`config.mk`:
```
export PLATFORM = sky130hd
export DESIGN_NAME = cdn_loop_header_scan
export DESIGN_NICKNAME = d
export VERILOG_FILES = /design/src/cdnlhs_pkg.sv /design/src/cdnlhs_cfg_regs.sv /design/src/cdnlhs_parser.sv /design/src/cdn_loop_header_scan.sv
export SDC_FILE = /design/constraint.sdc
export NUM_CORES = 1
export LEC_CHECK = 0
export BUFFER_PORTS_ARGS = -buffer_cell sky130_fd_sc_hd__clkbuf_2
export CORE_MARGIN = 2
export CORE_UTILIZATION = 29
export DETAILED_ROUTE_END_ITERATION = 7
export PLACE_DENSITY = 0.57
export SYNTH_ARGS = -nofsm -noshare
export SYNTH_HDL_FRONTEND = slang
export SYNTH_SLANG_ARGS = --single-unit
export TNS_END_PERCENT = 50
```
`constraint.sdc`:
```
create_clock -name clk -period 7.6 [get_ports clk]
set_input_delay 0.76 -clock clk [delete_from_list [all_inputs] [get_ports clk]]
set_output_delay 0.76 -clock clk [all_outputs]
set_load 0.02 [all_outputs]
```
`src/cdnlhs_pkg.sv`:
```
// Shared types, constants and helper functions for the loop-tracking header scanner.
// No dependencies; imported by every module of the block.
`default_nettype none

package cdnlhs_pkg;

  localparam int MAX_HEADER_BYTES = 4096;
  localparam int MAX_ID_BYTES     = 16;
  localparam int COUNT_BITS       = 16;

  localparam int POS_W   = 13;
  localparam int IDX_W   = 5;
  localparam int LIT_W   = 3;
  localparam int STAT_W  = 10;
  localparam int ADDR_W  = 6;
  localparam int DATA_W  = 64;
  localparam int OUT_W   = 72;

  localparam logic [POS_W-1:0]      MAX_POS   = POS_W'(MAX_HEADER_BYTES);
  localparam logic [IDX_W-1:0]      MAX_IDLEN = IDX_W'(MAX_ID_BYTES);
  localparam logic [COUNT_BITS-1:0] COUNT_MAX = '1;
  localparam logic [LIT_W-1:0]      LIT_LAST  = 3'd6;

  localparam logic [7:0] CH_COMMA = 8'h2c;
  localparam logic [7:0] CH_SEMI  = 8'h3b;
  localparam logic [7:0] CH_SPACE = 8'h20;

  // Register addresses (8-byte stride, decoded on paddr[5:3])
  localparam logic [2:0] REG_ID_LOW    = 3'd0;
  localparam logic [2:0] REG_ID_HIGH   = 3'd1;
  localparam logic [2:0] REG_ID_LENGTH = 3'd2;
  localparam logic [2:0] REG_LIMIT     = 3'd3;
  localparam logic [2:0] REG_STATUS    = 3'd4;
  localparam logic [2:0] REG_CHECK_EN  = 3'd5;

  localparam logic [63:0] RST_ID_LOW    = 64'h7473_6572_6e65_706f;
  localparam logic [63:0] RST_ID_HIGH   = 64'h0000_0000_0000_0079;
  localparam logic [4:0]  RST_ID_LENGTH = 5'd9;
  localparam logic [15:0] RST_LIMIT     = 16'd10;
  localparam logic [9:0]  RST_STATUS    = 10'd508;

  typedef enum logic [2:0] {
    PH_LEAD,
    PH_ID,
    PH_LIT,
    PH_DIGITS,
    PH_FAIL
  } phase_t;

  typedef struct packed {
    logic [127:0]            id_bytes;
    logic [IDX_W-1:0]        id_length;
    logic [COUNT_BITS-1:0]   loop_limit;
    logic [STAT_W-1:0]       reject_status;
    logic                    check_enable;
  } cfg_t;

  typedef struct packed {
    logic                    match_found;
    logic [COUNT_BITS-1:0]   loop_count;
    logic [COUNT_BITS:0]     next_loop_count;
    logic                    reject;
    logic [STAT_W-1:0]       status_out;
    logic [POS_W-1:0]        span_start;
    logic [POS_W-1:0]        span_end;
  } res_t;

  function automatic logic [7:0] lower8(input logic [7:0] c);
    lower8 = (c >= 8'h41 && c <= 8'h5a) ? c + 8'h20 : c;
  endfunction

  // " loops=" literal that follows the semicolon
  function automatic logic [7:0] lit_char(input logic [LIT_W-1:0] k);
    case (k)
      3'd0:    lit_char = 8'h20;
      3'd1:    lit_char = 8'h6c;
      3'd2:    lit_char = 8'h6f;
      3'd3:    lit_char = 8'h6f;
      3'd4:    lit_char = 8'h70;
      3'd5:    lit_char = 8'h73;
      default: lit_char = 8'h3d;
    endcase
  endfunction

endpackage

`default_nettype wire

```
`src/cdnlhs_cfg_regs.sv`:
```
// APB-style configuration register file for the header scanner.
// Depends on cdnlhs_pkg for register addresses, reset values and cfg_t.
`default_nettype none

module cdnlhs_cfg_regs
  import cdnlhs_pkg::*;
(
  input  wire logic              clk,
  input  wire logic              rst_n,
  input  wire logic              cfg_psel,
  input  wire logic              cfg_penable,
  input  wire logic              cfg_pwrite,
  input  wire logic [ADDR_W-1:0] cfg_paddr,
  input  wire logic [DATA_W-1:0] cfg_pwdata,
  output      logic [DATA_W-1:0] cfg_prdata,
  output      logic              cfg_pready,
  output      cfg_t              cfg_o
);

  logic [63:0]           id_low_r;
  logic [63:0]           id_high_r;
  logic [IDX_W-1:0]      id_len_r;
  logic [COUNT_BITS-1:0] limit_r;
  logic [STAT_W-1:0]     status_r;
  logic                  check_en_r;
  logic                  wr_en;
  logic [2:0]            reg_sel;

  assign cfg_pready = 1'b1;
  assign reg_sel    = cfg_paddr[5:3];
  assign wr_en      = cfg_psel && cfg_penable && cfg_pwrite && cfg_pready;

  always_ff @(posedge clk) begin
    if (!rst_n) begin
      id_low_r   <= RST_ID_LOW;
      id_high_r  <= RST_ID_HIGH;
      id_len_r   <= RST_ID_LENGTH;
      limit_r    <= RST_LIMIT;
      status_r   <= RST_STATUS;
      check_en_r <= 1'b0;
    end else if (wr_en) begin
      unique case (reg_sel)
        REG_ID_LOW:    id_low_r   <= cfg_pwdata;
        REG_ID_HIGH:   id_high_r  <= cfg_pwdata;
        REG_ID_LENGTH: id_len_r   <= cfg_pwdata[IDX_W-1:0];
        REG_LIMIT:     limit_r    <= cfg_pwdata[COUNT_BITS-1:0];
        REG_STATUS:    status_r   <= cfg_pwdata[STAT_W-1:0];
        REG_CHECK_EN:  check_en_r <= cfg_pwdata[0];
        default: ;
      endcase
    end
  end

  always_comb begin
    unique case (reg_sel)
      REG_ID_LOW:    cfg_prdata = id_low_r;
      REG_ID_HIGH:   cfg_prdata = id_high_r;
      REG_ID_LENGTH: cfg_prdata = DATA_W'(id_len_r);
      REG_LIMIT:     cfg_prdata = DATA_W'(limit_r);
      REG_STATUS:    cfg_prdata = DATA_W'(status_r);
      REG_CHECK_EN:  cfg_prdata = DATA_W'(check_en_r);
      default:       cfg_prdata = '0;
    endcase
  end

  assign cfg_o.id_bytes      = {id_high_r, id_low_r};
  assign cfg_o.id_length     = id_len_r;
  assign cfg_o.loop_limit    = limit_r;
  assign cfg_o.reject_status = status_r;
  assign cfg_o.check_enable  = check_en_r;

endmodule

`default_nettype wire

```
`src/cdnlhs_parser.sv`:
```
// Per-byte parser state machine: item splitting, id/literal/digit matching and
// end-of-header verdict. Depends on cdnlhs_pkg.
`default_nettype none

module cdnlhs_parser
  import cdnlhs_pkg::*;
(
  input  wire logic       clk,
  input  wire logic       rst_n,
  input  wire logic       step_i,
  input  wire logic [7:0] byte_i,
  input  wire logic       valid_i,
  input  wire logic       last_i,
  input  wire cfg_t       cfg_i,
  output      res_t       res_o
);

  phase_t                phase_r, phase_nxt, ph_a, eff_ph;
  logic [POS_W-1:0]      pos_r, pos_nxt, pos_a;
  logic [POS_W-1:0]      ib_r, ib_nxt, ib_a;
  logic [IDX_W-1:0]      idx_r, idx_nxt, idx_a;
  logic [LIT_W-1:0]      lit_r, lit_nxt, lit_a;
  logic                  dig_r, dig_nxt, dig_a;
  logic                  trl_r, trl_nxt, trl_a;
  logic [COUNT_BITS-1:0] rc_r, rc_nxt, rc_a;
  logic                  fnd_r, fnd_nxt, fnd_a;
  logic [COUNT_BITS-1:0] fc_r, fc_nxt, fc_a;
  logic [POS_W-1:0]      fb_r, fb_nxt, fb_a;
  logic [POS_W-1:0]      fe_r, fe_nxt, fe_a;

  logic                  take, is_comma, is_space, is_semi, is_digit;
  logic                  active, start_item, len_ok, id_more, id_hit, lit_hit;
  logic                  close_c, close_e;
  logic [7:0]            c_low, id_ch;
  logic [COUNT_BITS+3:0] prod;
  logic [COUNT_BITS-1:0] rc_sat, cnt;

  assign take       = valid_i && (pos_r < MAX_POS);
  assign is_comma   = byte_i == CH_COMMA;
  assign is_space   = byte_i == CH_SPACE;
  assign is_semi    = byte_i == CH_SEMI;
  assign is_digit   = byte_i >= 8'h30 && byte_i <= 8'h39;
  assign c_low      = lower8(byte_i);
  assign active     = take && !is_comma && !fnd_r;
  assign start_item = active && phase_r == PH_LEAD && !is_space;
  assign eff_ph     = start_item ? PH_ID : phase_r;
  assign len_ok     = cfg_i.id_length != '0 && cfg_i.id_length <= MAX_IDLEN;
  assign id_more    = idx_r < cfg_i.id_length;
  assign id_ch      = cfg_i.id_bytes[{idx_r[3:0], 3'b000} +: 8];
  assign id_hit     = !is_semi && c_low == lower8(id_ch);
  assign lit_hit    = c_low == lit_char(lit_r);
  assign close_c    = take && is_comma && !fnd_r && phase_r == PH_DIGITS && dig_r;

  assign prod   = {4'b0, rc_r} * (COUNT_BITS+4)'(10) + (COUNT_BITS+4)'(byte_i[3:0]);
  assign rc_sat = (prod > {4'b0, COUNT_MAX}) ? COUNT_MAX : prod[COUNT_BITS-1:0];

  // next state of the parse phase
  always_comb begin
    ph_a = phase_r;
    if (take && is_comma) begin
      ph_a = PH_LEAD;
    end else if (active) begin
      unique case (eff_ph)
        PH_ID: begin
          if (!len_ok) begin
            ph_a = PH_FAIL;
          end else if (id_more) begin
            ph_a = id_hit ? PH_ID : PH_FAIL;
          end else begin
            ph_a = is_semi ? PH_LIT : PH_FAIL;
          end
        end
        PH_LIT: begin
          if (!lit_hit) begin
            ph_a = PH_FAIL;
          end else if (lit_r == LIT_LAST) begin
            ph_a = PH_DIGITS;
          end
        end
        PH_DIGITS: begin
          if (is_digit) begin
            if (trl_r) ph_a = PH_FAIL;
          end else if (!(is_space && dig_r)) begin
            ph_a = PH_FAIL;
          end
        end
        default: ph_a = eff_ph;
      endcase
    end
    phase_nxt = last_i ? PH_LEAD : ph_a;
  end

  // datapath and verdict
  always_comb begin
    idx_a = idx_r;
    lit_a = lit_r;
    dig_a = dig_r;
    trl_a = trl_r;
    rc_a  = rc_r;
    if (take && is_comma) begin
      idx_a = '0;
      lit_a = '0;
      dig_a = 1'b0;
      trl_a = 1'b0;
      rc_a  = '0;
    end else if (active) begin
      case (eff_ph)
        PH_ID:     if (len_ok && id_more && id_hit) idx_a = idx_r + 1'b1;
        PH_LIT:    if (lit_hit) lit_a = lit_r + 1'b1;
        PH_DIGITS: begin
          if (is_digit && !trl_r) begin
            rc_a  = rc_sat;
            dig_a = 1'b1;
          end else if (is_space && dig_r) begin
            trl_a = 1'b1;
          end
        end
        default: ;
      endcase
    end

    ib_a  = start_item ? pos_r : ib_r;
    pos_a = take ? pos_r + 1'b1 : pos_r;
    fnd_a = fnd_r || close_c;
    fc_a  = close_c ? rc_r : fc_r;
    fb_a  = close_c ? ib_r : fb_r;
    fe_a  = close_c ? pos_r + 1'b1 : fe_r;

    // header end closes the open item
    close_e = !fnd_a && ph_a == PH_DIGITS && dig_a;
    cnt     = fnd_a ? fc_a : (close_e ? rc_a : '0);

    res_o.match_found     = fnd_a || close_e;
    res_o.loop_count      = cnt;
    res_o.next_loop_count = {1'b0, cnt} + 1'b1;
    res_o.reject          = cfg_i.check_enable && cnt > cfg_i.loop_limit;
    res_o.status_out      = res_o.reject ? cfg_i.reject_status : '0;
    res_o.span_start      = fnd_a ? fb_a : (close_e ? ib_a : '0);
    res_o.span_end        = fnd_a ? fe_a : (close_e ? pos_a : '0);

    if (last_i) begin
      pos_nxt = '0;
      ib_nxt  = '0;
      idx_nxt = '0;
      lit_nxt = '0;
      dig_nxt = 1'b0;
      trl_nxt = 1'b0;
      rc_nxt  = '0;
      fnd_nxt = 1'b0;
      fc_nxt  = '0;
      fb_nxt  = '0;
      fe_nxt  = '0;
    end else begin
      pos_nxt = pos_a;
      ib_nxt  = ib_a;
      idx_nxt = idx_a;
      lit_nxt = lit_a;
      dig_nxt = dig_a;
      trl_nxt = trl_a;
      rc_nxt  = rc_a;
      fnd_nxt = fnd_a;
      fc_nxt  = fc_a;
      fb_nxt  = fb_a;
      fe_nxt  = fe_a;
    end
  end

  always_ff @(posedge clk) begin
    if (!rst_n) begin
      phase_r <= PH_LEAD;
      pos_r   <= '0;
      ib_r    <= '0;
      idx_r   <= '0;
      lit_r   <= '0;
      dig_r   <= 1'b0;
      trl_r   <= 1'b0;
      rc_r    <= '0;
      fnd_r   <= 1'b0;
      fc_r    <= '0;
      fb_r    <= '0;
      fe_r    <= '0;
    end else if (step_i) begin
      phase_r <= phase_nxt;
      pos_r   <= pos_nxt;
      ib_r    <= ib_nxt;
      idx_r   <= idx_nxt;
      lit_r   <= lit_nxt;
      dig_r   <= dig_nxt;
      trl_r   <= trl_nxt;
      rc_r    <= rc_nxt;
      fnd_r   <= fnd_nxt;
      fc_r    <= fc_nxt;
      fb_r    <= fb_nxt;
      fe_r    <= fe_nxt;
    end
  end

endmodule

`default_nettype wire

```
`src/cdn_loop_header_scan.sv`:
```
// Top level of the loop-tracking header scanner: input register, parser, result register.
// Depends on cdnlhs_pkg, cdnlhs_cfg_regs and cdnlhs_parser.
//
// Header bytes enter one per transaction and the block takes a new one every
// cycle. Each byte goes through an input register and is parsed from there
// when it may advance. The verdict for a header is loaded into the output
// register by the same edge that parses its last transaction. Only a
// transaction with in_tlast set produces a result. Throughput is one byte per
// cycle, held back only when a finished result is still waiting on out_tready.
// Configuration is to be written over the APB-style port only while the stream
// is idle; the block itself does not enforce this. pready is always high.
`default_nettype none

module cdn_loop_header_scan
  import cdnlhs_pkg::*;
(
  input  wire logic              clk,
  input  wire logic              rst_n,
  // input stream
  input  wire logic              in_tvalid,
  output      logic              in_tready,
  input  wire logic [7:0]        in_tdata,   // [7:0] header_byte
  input  wire logic              in_tuser,   // [0] byte_valid
  input  wire logic              in_tlast,   // end_of_header
  // result stream
  output      logic              out_tvalid,
  input  wire logic              out_tready,
  // [0] match_found, [16:1] loop_count, [33:17] next_loop_count, [34] reject,
  // [44:35] status_out, [57:45] span_start, [70:58] span_end, [71] zero
  output      logic [OUT_W-1:0]  out_tdata,
  // configuration
  input  wire logic              cfg_psel,
  input  wire logic              cfg_penable,
  input  wire logic              cfg_pwrite,
  input  wire logic [ADDR_W-1:0] cfg_paddr,
  input  wire logic [DATA_W-1:0] cfg_pwdata,
  output      logic [DATA_W-1:0] cfg_prdata,
  output      logic              cfg_pready
);

  cfg_t       cfg;
  res_t       res;
  logic       s1_valid_r;
  logic [7:0] s1_byte_r;
  logic       s1_bvalid_r;
  logic       s1_last_r;
  logic       advance;
  logic       out_valid_r;
  logic [OUT_W-1:0] out_data_r;

  cdnlhs_cfg_regs u_cfg (
    .clk         (clk),
    .rst_n       (rst_n),
    .cfg_psel    (cfg_psel),
    .cfg_penable (cfg_penable),
    .cfg_pwrite  (cfg_pwrite),
    .cfg_paddr   (cfg_paddr),
    .cfg_pwdata  (cfg_pwdata),
    .cfg_prdata  (cfg_prdata),
    .cfg_pready  (cfg_pready),
    .cfg_o       (cfg)
  );

  // a header end can only move on once the result register is free
  assign advance   = s1_valid_r && (!s1_last_r || !out_valid_r || out_tready);
  assign in_tready = !s1_valid_r || advance;

  always_ff @(posedge clk) begin
    if (!rst_n) begin
      s1_valid_r <= 1'b0;
    end else if (in_tready) begin
      s1_valid_r <= in_tvalid;
    end
  end

  always_ff @(posedge clk) begin
    if (in_tready && in_tvalid) begin
      s1_byte_r   <= in_tdata;
      s1_bvalid_r <= in_tuser;
      s1_last_r   <= in_tlast;
    end
  end

  cdnlhs_parser u_parser (
    .clk     (clk),
    .rst_n   (rst_n),
    .step_i  (advance),
    .byte_i  (s1_byte_r),
    .valid_i (s1_bvalid_r),
    .last_i  (s1_last_r),
    .cfg_i   (cfg),
    .res_o   (res)
  );

  always_ff @(posedge clk) begin
    if (!rst_n) begin
      out_valid_r <= 1'b0;
    end else if (advance && s1_last_r) begin
      out_valid_r <= 1'b1;
    end else if (out_tready) begin
      out_valid_r <= 1'b0;
    end
  end

  always_ff @(posedge clk) begin
    if (advance && s1_last_r) begin
      out_data_r <= {1'b0, res.span_end, res.span_start, res.status_out, res.reject,
                     res.next_loop_count, res.loop_count, res.match_found};
    end
  end

  assign out_tvalid = out_valid_r;
  assign out_tdata  = out_data_r;

endmodule

`default_nettype wire

```
==> metrics.md, run 1 <==
| Metric | Value |
|---|---|
| Final min period | `6.86 ns` |
| GRT Resource Usage Total | `17.9%` |
| Cell area after synthesis | `18600 um^2` |
| Syn Inst Count | `2087` |
| Final hold vios | `0` |
| Post-Layout Inst Area | `21700 um^2` |
| Vias in the first global route | `15.6k` |
| Slowest stage cell, crit path | `a31o_1` |
| Most used cell, CP | `o21a_1` |
| Hold depth | `1` |
| Clock-pin transition on the worst setup and hold timing paths | `approximately 0.070 ns` |
| ANT nets after route | `0` |
| Most frequent cells in the layout | `nand2_1 (397), dfxtp_1 (258), clkbuf_2 (219)` |
| Delay-heaviest family, CP | `compound AO/OA/AOI/OAI gates` |
| DRC errors left | `0` |
| Cts hold-fix bufs | `0` |
| Total core area | `~63000 um^2` |
| Final GP Congestion | `about 0.87` |
| 1st-iter DRT viols | `~1.5k` |
| Min-Delay Endpoint | `s1_last_r` |
| RR Endpoint | `out_tdata[38]` |
| IO buf count | `220` |
| First-pass iteration count of the detailed router | `5` |
| Pwr/cell area | `186 nW/um^2` |
| Max-Cap Viols | `0` |
| Number of top-level pins | `between 200 and 250` |
| CP Capture Type | `register` |
| Leak Pwr | `0.00821 uW` |
| Layout Skew | `0.0160 ns` |
| Via/cell ratio | `5.27` |
| CTS Buf Count | `approximately 40` |
| Yosys reg bits | `341` |
| Number of nets in the layout | `2372` |
| Antenna violations before repair | `6` |
| CTS root buf | `clkbuf_16` |
| Rows | `92` |
| Ys Warns | `0` |
| Setup TNS | `0 ns` |
| First-pass GRT wire length | `94400 um` |
| Critical Path Fanout Max | `12` |
| Maximum clock frequency | `about 150 MHz` |
| CP Launch Type | `register` |
| Placed cell area | `between 20000 and 25000 um^2` |
| Reg2Reg Setup Slack | `between 0.7 and 0.8 ns` |
| HP Start | `in_tlast` |
| Full die area | `66300 um^2` |
| # Post-CTS Setup Buffers | `0` |
| Rel. slew slack | `between 20% and 30%` |
| Worst r2r src | `u_parser.rc_r[3]` |
| Largest net degree at the start of global routing | `149` |
| Syn nets | `2236` |
| Synth cell types | `91` |
| Synth async-reset ratio | `0%` |
| Arr. time, crit path | `between 7 and 8 ns` |
| Worst Path Class, Setup | `reg -> reg` |
| RSZ-0062 raised after global routing | `false` |
| H-tree levels | `2` |
| Post-layout util | `34.3%` |
| Total power | `4030 uW` |
| Final setup vio count | `0` |
| Worst hold path class | `in -> reg` |
| Routed WL per cell | `19.9 um` |
| Mapped Avg Cell Area | `8.93 um^2` |
| Worst path max stage delay | `0.57 ns` |
| Vias | `16.3k` |
| Clk sinks | `~340` |
| CTS tree | `built` |
| Commonest non-fill, non-tap cell in the layout | `nand2_1` |
| Initial Util | `29.4%` |
| Register area share after synthesis | `41.0%` |
| Die X | `257 um` |
| Die Y-Extent | `around 260 um` |
| Area growth from synthesis to layout | `16.6%` |
| PostCTS Resize Cnt | `0` |
| Clock buffer depth | `3` |
| FF-to-FF path depth | `25` |
| Fin crit share | `90.3%` |
| Worst vdd ir | `0.000128 V` |
| Top_reg_cell synth | `dfxtp_1` |
| Final Max Tran Viols | `0` |
| Overflow after GRT | `0` |
| Routed WL | `just over 60000 um` |
| Share of layout cells above drive strength 1 | `17.1%` |
| HPWL after DPL | `about 44000 um` |
| Outcome | `complete, no violations` |
| CP Buf/Inv Count | `1` |
| Post-synth EDFFs | `81` |
| Clock latency on the worst-skew pair | `0.56 ns` |
| Data required time of the worst path | `approximately 8 ns` |
| Worst slew pin tran | `around 1.2 ns` |
==> per-stage QoR <==
step / setup WS (ns) / instances / hold WS [ns]
floorplan: 1.89 / 2087 / 0.428
global placement: 0.953 / 3026 / 0.452
detailed placement: 0.875 / 3026 / 0.453
CTS: 0.829 / 3098 / 0.340
global route: 0.313 / 3099 / 0.349
finish: 0.738 / 3100 / 0.372
==> power by group <==
group | total [uW] | internal, uW | switching [uW]
Combinational | 239 | 79.4 | 160
Clock | 1900 | 1080 | 818
Sequential | 1890 | 1870 | 19.6
Total | 4030 | 3030 | 997
==> sequential cells by signal, summed over array words and instances, names as in the netlist, 3 cells and up <==
register and cells:
u_cfg.id_len_r 5, u_parser.ib_r 13, u_parser.pos_r 13, u_cfg.id_low_r 64
u_parser.lit_r 3, u_parser.rc_r 16, u_parser.phase_r 3, u_cfg.status_r 10
out_tdata 71, u_parser.fc_r 16, s1_byte_r 8, u_parser.idx_r 5
u_cfg.limit_r 16, u_parser.fe_r 13, u_parser.fb_r 13, u_cfg.id_high_r 64
==> cell families (layout without fill, tap and decap cells) <==
family	after synthesis	after routing	synth area share (%)
AOI/OAI and AO/OA	537	537	20.9
and+or+nand+nor	816	816	20.7
other	2	4	0.0403
adders and majority gates	62	62	4.25
muxes	72	72	6.17
DFF	341	341	41.0
xor gates and xnor gates	56	56	2.63
buffers and inverters	201	366	4.25
==> cell usage after synthesis (14+ instances only) <==
| cell | n | area share, % |
|---|---|---|
| dfxtp_1 | 260 | 28 |
| mux4_2 | 34 | 4.1 |
| buf_1 | 14 | 0.28 |
| o211ai_1 | 14 | 0.56 |
| a22oi_1 | 81 | 3.3 |
| nor2b_1 | 83 | 2.8 |
| nor2_1 | 89 | 1.8 |
| nand2_1 | 399 | 8.0 |
| edfxtp_1 | 81 | 13 |
| nand3_1 | 72 | 1.9 |
| and2_1 | 49 | 1.6 |
| nand2b_1 | 16 | 0.54 |
| and3_1 | 15 | 0.50 |
| a21oi_1 | 62 | 1.7 |
| a22o_1 | 65 | 3.1 |
| xor2_1 | 24 | 1.1 |
| o22ai_1 | 17 | 0.57 |
| a21boi_0 | 107 | 4.3 |
| ha_1 | 60 | 4.0 |
| mux2i_1 | 36 | 1.9 |
| nor3_1 | 32 | 0.86 |
| xnor2_1 | 32 | 1.5 |
| inv_1 | 47 | 0.95 |
| o21ai_0 | 65 | 1.7 |
| clkbuf_1 | 123 | 2.5 |
==> routing by layer <==
metal  part of all wire (%)  GRT usage (%)
met1                     44           24.7
met2                     46           28.5
met3                    7.6           3.83
met5                  0.091              0
met4                    2.1           4.59
==> final cells by class <==
type | count | area, um^2
fillers | 6532 | 41600
flip-flops and latches | 341 | 7640
clock inverters | 17 | 119
well taps | 846 | 1060
inverters | 47 | 176
clock buffers | 55 | 1170
multi-input cells | 1545 | 10200
diodes | 2 | 5.00
repair buffers | 247 | 1310
==> how the worst max path moves through the flow <==
stage,start,endpoint,slack [ns],depth (start not counted)
2_1_floorplan,u_parser.rc_r[3],out_tdata[35],1.89,26
3_3_place_gp,u_parser.rc_r[3],out_tdata[35],0.95,25
3_5_place_dp,u_parser.rc_r[3],out_tdata[38],0.88,20
4_1_cts,u_parser.rc_r[3],out_tdata[38],0.83,20
5_1_grt,u_parser.rc_r[3],out_tdata[38],0.31,25
6_report,u_parser.rc_r[3],out_tdata[38],0.74,25
(Power assumes the default switching activity.)
==> run 2: changes to the inputs <==
Settings changed: PLACE_DENSITY 0.57 to 0.56, SYNTH_HIERARCHICAL set to 1.
==> run 2 against run 1 <==
Sequential share of layout area shrank 0.94 points. Combinational power grew 18%. Register-to-register slack gained 0.28 ns. Non-clock buffer count shrank 3. Total power grew 7.6%. Maximum frequency grew 4.3%. First-iteration DRC count shrank 15%. Critical path type unchanged. Largest power group unchanged.
==> metrics.md, run 2 <==
| Metric | Value |
|---|---|
| Vias in the first global route | `15.9k (was 15.6k)` |
| Antenna violations before repair | `7 (was 6)` |
| Met1 Usage GRT | `23.1% (was 24.7%)` |
| Met3 usage | `4.63% (was 3.83%)` |
| Synth Area in Compound Gates | `17.5% (was 20.9%)` |
| Yosys reg bits | `341 (unchanged)` |
| CP Launch Type | `register (unchanged)` |
| Maximum clock frequency | `152 MHz (was 146 MHz)` |
| Final hold vios | `0 (unchanged)` |
| Slowest stage cell, crit path | `o31ai_1 (was a31o_1)` |
| CTS Buf Count | `43 (was 41)` |
| Worst vdd ir | `0.000138 V (was 0.000128 V)` |
| Sw Pwr | `1060 uW (was 997 uW)` |
| Routed WL | `64900 um (was 61700 um)` |
| H-tree levels | `2 (unchanged)` |
| Power share of the combinational group | `6.5% (was 5.9%)` |
| GRT Resource Usage Total | `18.6% (was 17.9%)` |
| Die Y-Extent | `261 um (was 257 um)` |
| Largest net degree at the start of global routing | `109 (was 149)` |
| DRC errors left | `0 (unchanged)` |
| Overflow after GRT | `0 (unchanged)` |
| Final GP Congestion | `0.879 (was 0.869)` |
| Pwr/cell area | `194 nW/um^2 (was 186 nW/um^2)` |
| Most frequent cells in the layout | `dfxtp_1 (259), nand2_1 (249), clkbuf_2 (219) (was nand2_1 (397), dfxtp_1 (258), clkbuf_2 (219))` |
| Area growth from synthesis to layout | `16.6% (about the same)` |
| CTS tree | `built (unchanged)` |
| Mux contribution to synthesized area | `11.7% (was 6.17%)` |
| Worst setup endpoint | `out_tdata[43] (was out_tdata[38])` |
| Final Max Tran Viols | `0 (unchanged)` |
| Number of top-level pins | `226 (unchanged)` |
| Met2 Track Usage GR | `30.9% (was 28.5%)` |
| Switch share | `24.5% (was 24.7%)` |
| Share of layout cells above drive strength 1 | `18.5% (was 17.1%)` |
| Reg2Reg Setup Slack | `1.02 ns (was 0.74 ns)` |
| Final min period | `6.58 ns (was 6.86 ns)` |
| CP Buf/Inv Count | `0 (was 1)` |
| Xor/xnor share of the synthesized area | `2.52% (was 2.63%)` |
| Worst r2r src | `u_parser/rc_r[4] (was u_parser.rc_r[3])` |
| Max-Cap Viols | `0 (unchanged)` |
| Count leader, synth | `dfxtp_1 (was nand2_1)` |
| Placement Setup Slack | `1.10 ns (was 0.875 ns)` |
| Fin crit share | `86.6% (was 90.3%)` |
| Final setup vio count | `0 (unchanged)` |
| Clk pwr share | `49.8% (was 47.2%)` |
| Worst path max stage delay | `0.70 ns (was 0.57 ns)` |
| Mapped Avg Cell Area | `9.41 um^2 (was 8.93 um^2)` |
| Top_reg_cell synth | `dfxtp_1 (unchanged)` |
| Top-area cell type share of the netlist area | `27.2% (was 27.9%)` |
| Initial Util | `29.2% (was 29.4%)` |
| Syn Inst Count | `2033 (was 2087)` |
| Cell area after synthesis | `19100 um^2 (was 18600 um^2)` |
| RR Endpoint | `out_tdata[43] (was out_tdata[38])` |
| Via/cell ratio | `5.32 (was 5.27)` |
| Most used cell, CP | `ha_1 (was o21a_1)` |
| Cell internal pwr | `3270 uW (was 3030 uW)` |
| Clock latency on the worst-skew pair | `0.58 ns (was 0.56 ns)` |
| Post-synth EDFFs | `81 (unchanged)` |
| RSZ-0062 raised after global routing | `false (unchanged)` |
| Syn nets | `2184 (was 2236)` |
| Hold depth | `1 (unchanged)` |
| CP Capture Type | `register (unchanged)` |
| # Post-CTS Setup Buffers | `0 (unchanged)` |
| Commonest non-fill, non-tap cell in the layout | `dfxtp_1 (was nand2_1)` |
| Leading post-synthesis cells by cell area | `dfxtp_1 (27%), edfxtp_1 (13%), mux2i_1 (7.1%), nand2_1 (4.9%), mux4_2 (4.4%) (was dfxtp_1 (28%), edfxtp_1 (13%), nand2_1 (8.0%), a21boi_0 (4.3%), mux4_2 (4.1%))` |
| Rel. slew slack | `23.1% (was 21.5%)` |
| Critical path launch point | `u_parser/rc_r[4] (was u_parser.rc_r[3])` |
| First-pass GRT wire length | `97300 um (was 94400 um)` |
| 1st-iter DRT viols | `1264 (was 1481)` |
| FF-to-FF path depth | `23 (was 25)` |
| Total core area | `65500 um^2 (was 63300 um^2)` |
| Rows | `94 (was 92)` |
| CTS root buf | `clkbuf_16 (unchanged)` |
| Full die area | `68100 um^2 (was 66300 um^2)` |
| Adder-Cell Fraction of Synth Area | `4.26% (was 4.25%)` |
| Seq pwr share | `43.7% (was 46.9%)` |
| Top post-synthesis cells by count | `dfxtp_1 (260), nand2_1 (249), mux2i_1 (136), nor2_1 (106), nor2b_1 (95) (was nand2_1 (399), dfxtp_1 (260), clkbuf_1 (123), a21boi_0 (107), nor2_1 (89))` |
| Worst slew pin tran | `1.15 ns (was 1.17 ns)` |
| Post-Synth Simple-Gate Area | `18.5% (was 20.7%)` |
| Synth async-reset ratio | `0% (unchanged)` |
| Number of nets in the layout | `2325 (was 2372)` |
| Die X | `261 um (was 257 um)` |
| Delay-heaviest family, CP | `compound AO/OA/AOI/OAI gates (unchanged)` |
| Arr. time, crit path | `6.90 ns (was 7.28 ns)` |
| Cts hold-fix bufs | `0 (unchanged)` |
| PostCTS Resize Cnt | `0 (unchanged)` |
| Worst hold path class | `in -> reg (unchanged)` |
| Worst-path cell chain | `ha_1 > ha_1 > a211oi_1 > o21ai_1 > a221oi_1 > xor2_1 > o21bai_1 > o31a_1 > o21ai_2 > nor2_1 > o31ai_1 > ha_1 > o21a_1 > o21ai_0 > nand2b_1 > a21oi_1 > nor2b_1 > o21ai_0 > nand2b_1 > a21oi_1 > o221ai_1 > o311a_1 > and2_1` |
| Ys Warns | `6 (was 0)` |
| Routed WL per cell | `21.1 um (was 19.9 um)` |
| Yosys top cell by area | `dfxtp_1 (unchanged)` |
| Clock buffer depth | `3 (unchanged)` |
| Register area share after synthesis | `39.9% (was 41.0%)` |
| Grt peak-use layer | `met2 (unchanged)` |
| HPWL after DPL | `46400 um (was 43500 um)` |
| Outcome | `complete, no violations (unchanged)` |
| Vias | `16.3k (about the same)` |
| Cell depth of the worst setup path | `23 (was 25)` |
| First-pass iteration count of the detailed router | `5 (unchanged)` |
| Setup TNS | `0 ns (unchanged)` |
| IO buf count | `220 (unchanged)` |
| Leak Pwr | `0.00906 uW (was 0.00821 uW)` |
| Clock-pin transition on the worst setup and hold timing paths | `0.06 ns (was 0.07 ns)` |
| ANT nets after route | `0 (unchanged)` |
| Synth cell types | `95 (was 91)` |
| Layout Skew | `0.0237 ns (was 0.0160 ns)` |
| Critical Path Fanout Max | `13 (was 12)` |
| Worst Path Class, Setup | `reg -> reg (unchanged)` |
| Setup WS post-layout | `1.02 ns (was 0.738 ns)` |
| Largest family of logic cells by synthesized area | `simple AND/OR/NAND/NOR gates (was compound AO/OA/AOI/OAI gates)` |
| Data required time of the worst path | `7.92 ns (was 8.02 ns)` |
| Clk sinks | `341 (unchanged)` |
| Largest register FFs | `71 (unchanged)` |
[run 2: worst min path at each step]
| stage | start | endpoint | slack, ns |
|---|---|---|---|
| 2_1_floorplan | u_parser/trl_r | u_parser/trl_r | 0.44 |
| 3_3_place_gp | u_cfg/id_high_r[50] | u_cfg/id_high_r[50] | 0.45 |
| 3_5_place_dp | u_parser/trl_r | u_parser/trl_r | 0.47 |
| 4_1_cts | in_tlast | s1_last_r | 0.32 |
| 5_1_grt | in_tlast | s1_last_r | 0.33 |
| 6_report | in_tlast | s1_last_r | 0.35 |
[run 2: cell families (layout without fill, tap and decap cells)]
group | count (synthesis) | count (layout)
AOI/OAI and AO/OA | 472 | 472
buffers and inverters | 232 | 408
xor gates and xnor gates | 55 | 55
and+or+nand+nor | 690 | 690
other | 2 | 3
DFF | 341 | 341
muxes | 177 | 177
adders and majority gates | 64 | 64
[run 2: power groups by stage]
stage	sequential [uW]	combinational [uW]	clock [uW]
after floorplan	1930	176	0
after global placement	1930	277	0
after detailed placement	1940	280	0
after CTS	1900	281	2210
after global routing	1900	301	2270
final	1900	281	2160
[run 2: layout make-up]
type                       count  area [um^2]
tap                          864         1080
multi-input combinational   1460        10500
sequential                   341         7640
antenna                        1         2.50
inverter                      84          315
clock inverter                16          179
clock buffer                  64         1320
fill                        6703        43200
timing repair buffer         244         1290
[run 2: routing by layer]
layer	up-vias	wire (um)	share of wire, %
met5	-	84	0.13
met4	12	2220	3.4
met3	119	4790	7.4
met2	542	30900	48
met1	7986	26900	41
li1	7680	-	-
[run 2: per-stage QoR]
stage,std cells,hold slack (ns),utilization [%],total power (uW),instance area (um^2)
floorplan,2033,0.437,-,2110,19100
global placement,2993,0.454,31.8,2210,20800
detailed placement,2993,0.465,31.8,2210,20800
CTS,3073,0.317,34.1,4380,22300
global route,3074,0.333,34.1,4460,22300
finish,3074,0.354,34.1,4340,22300
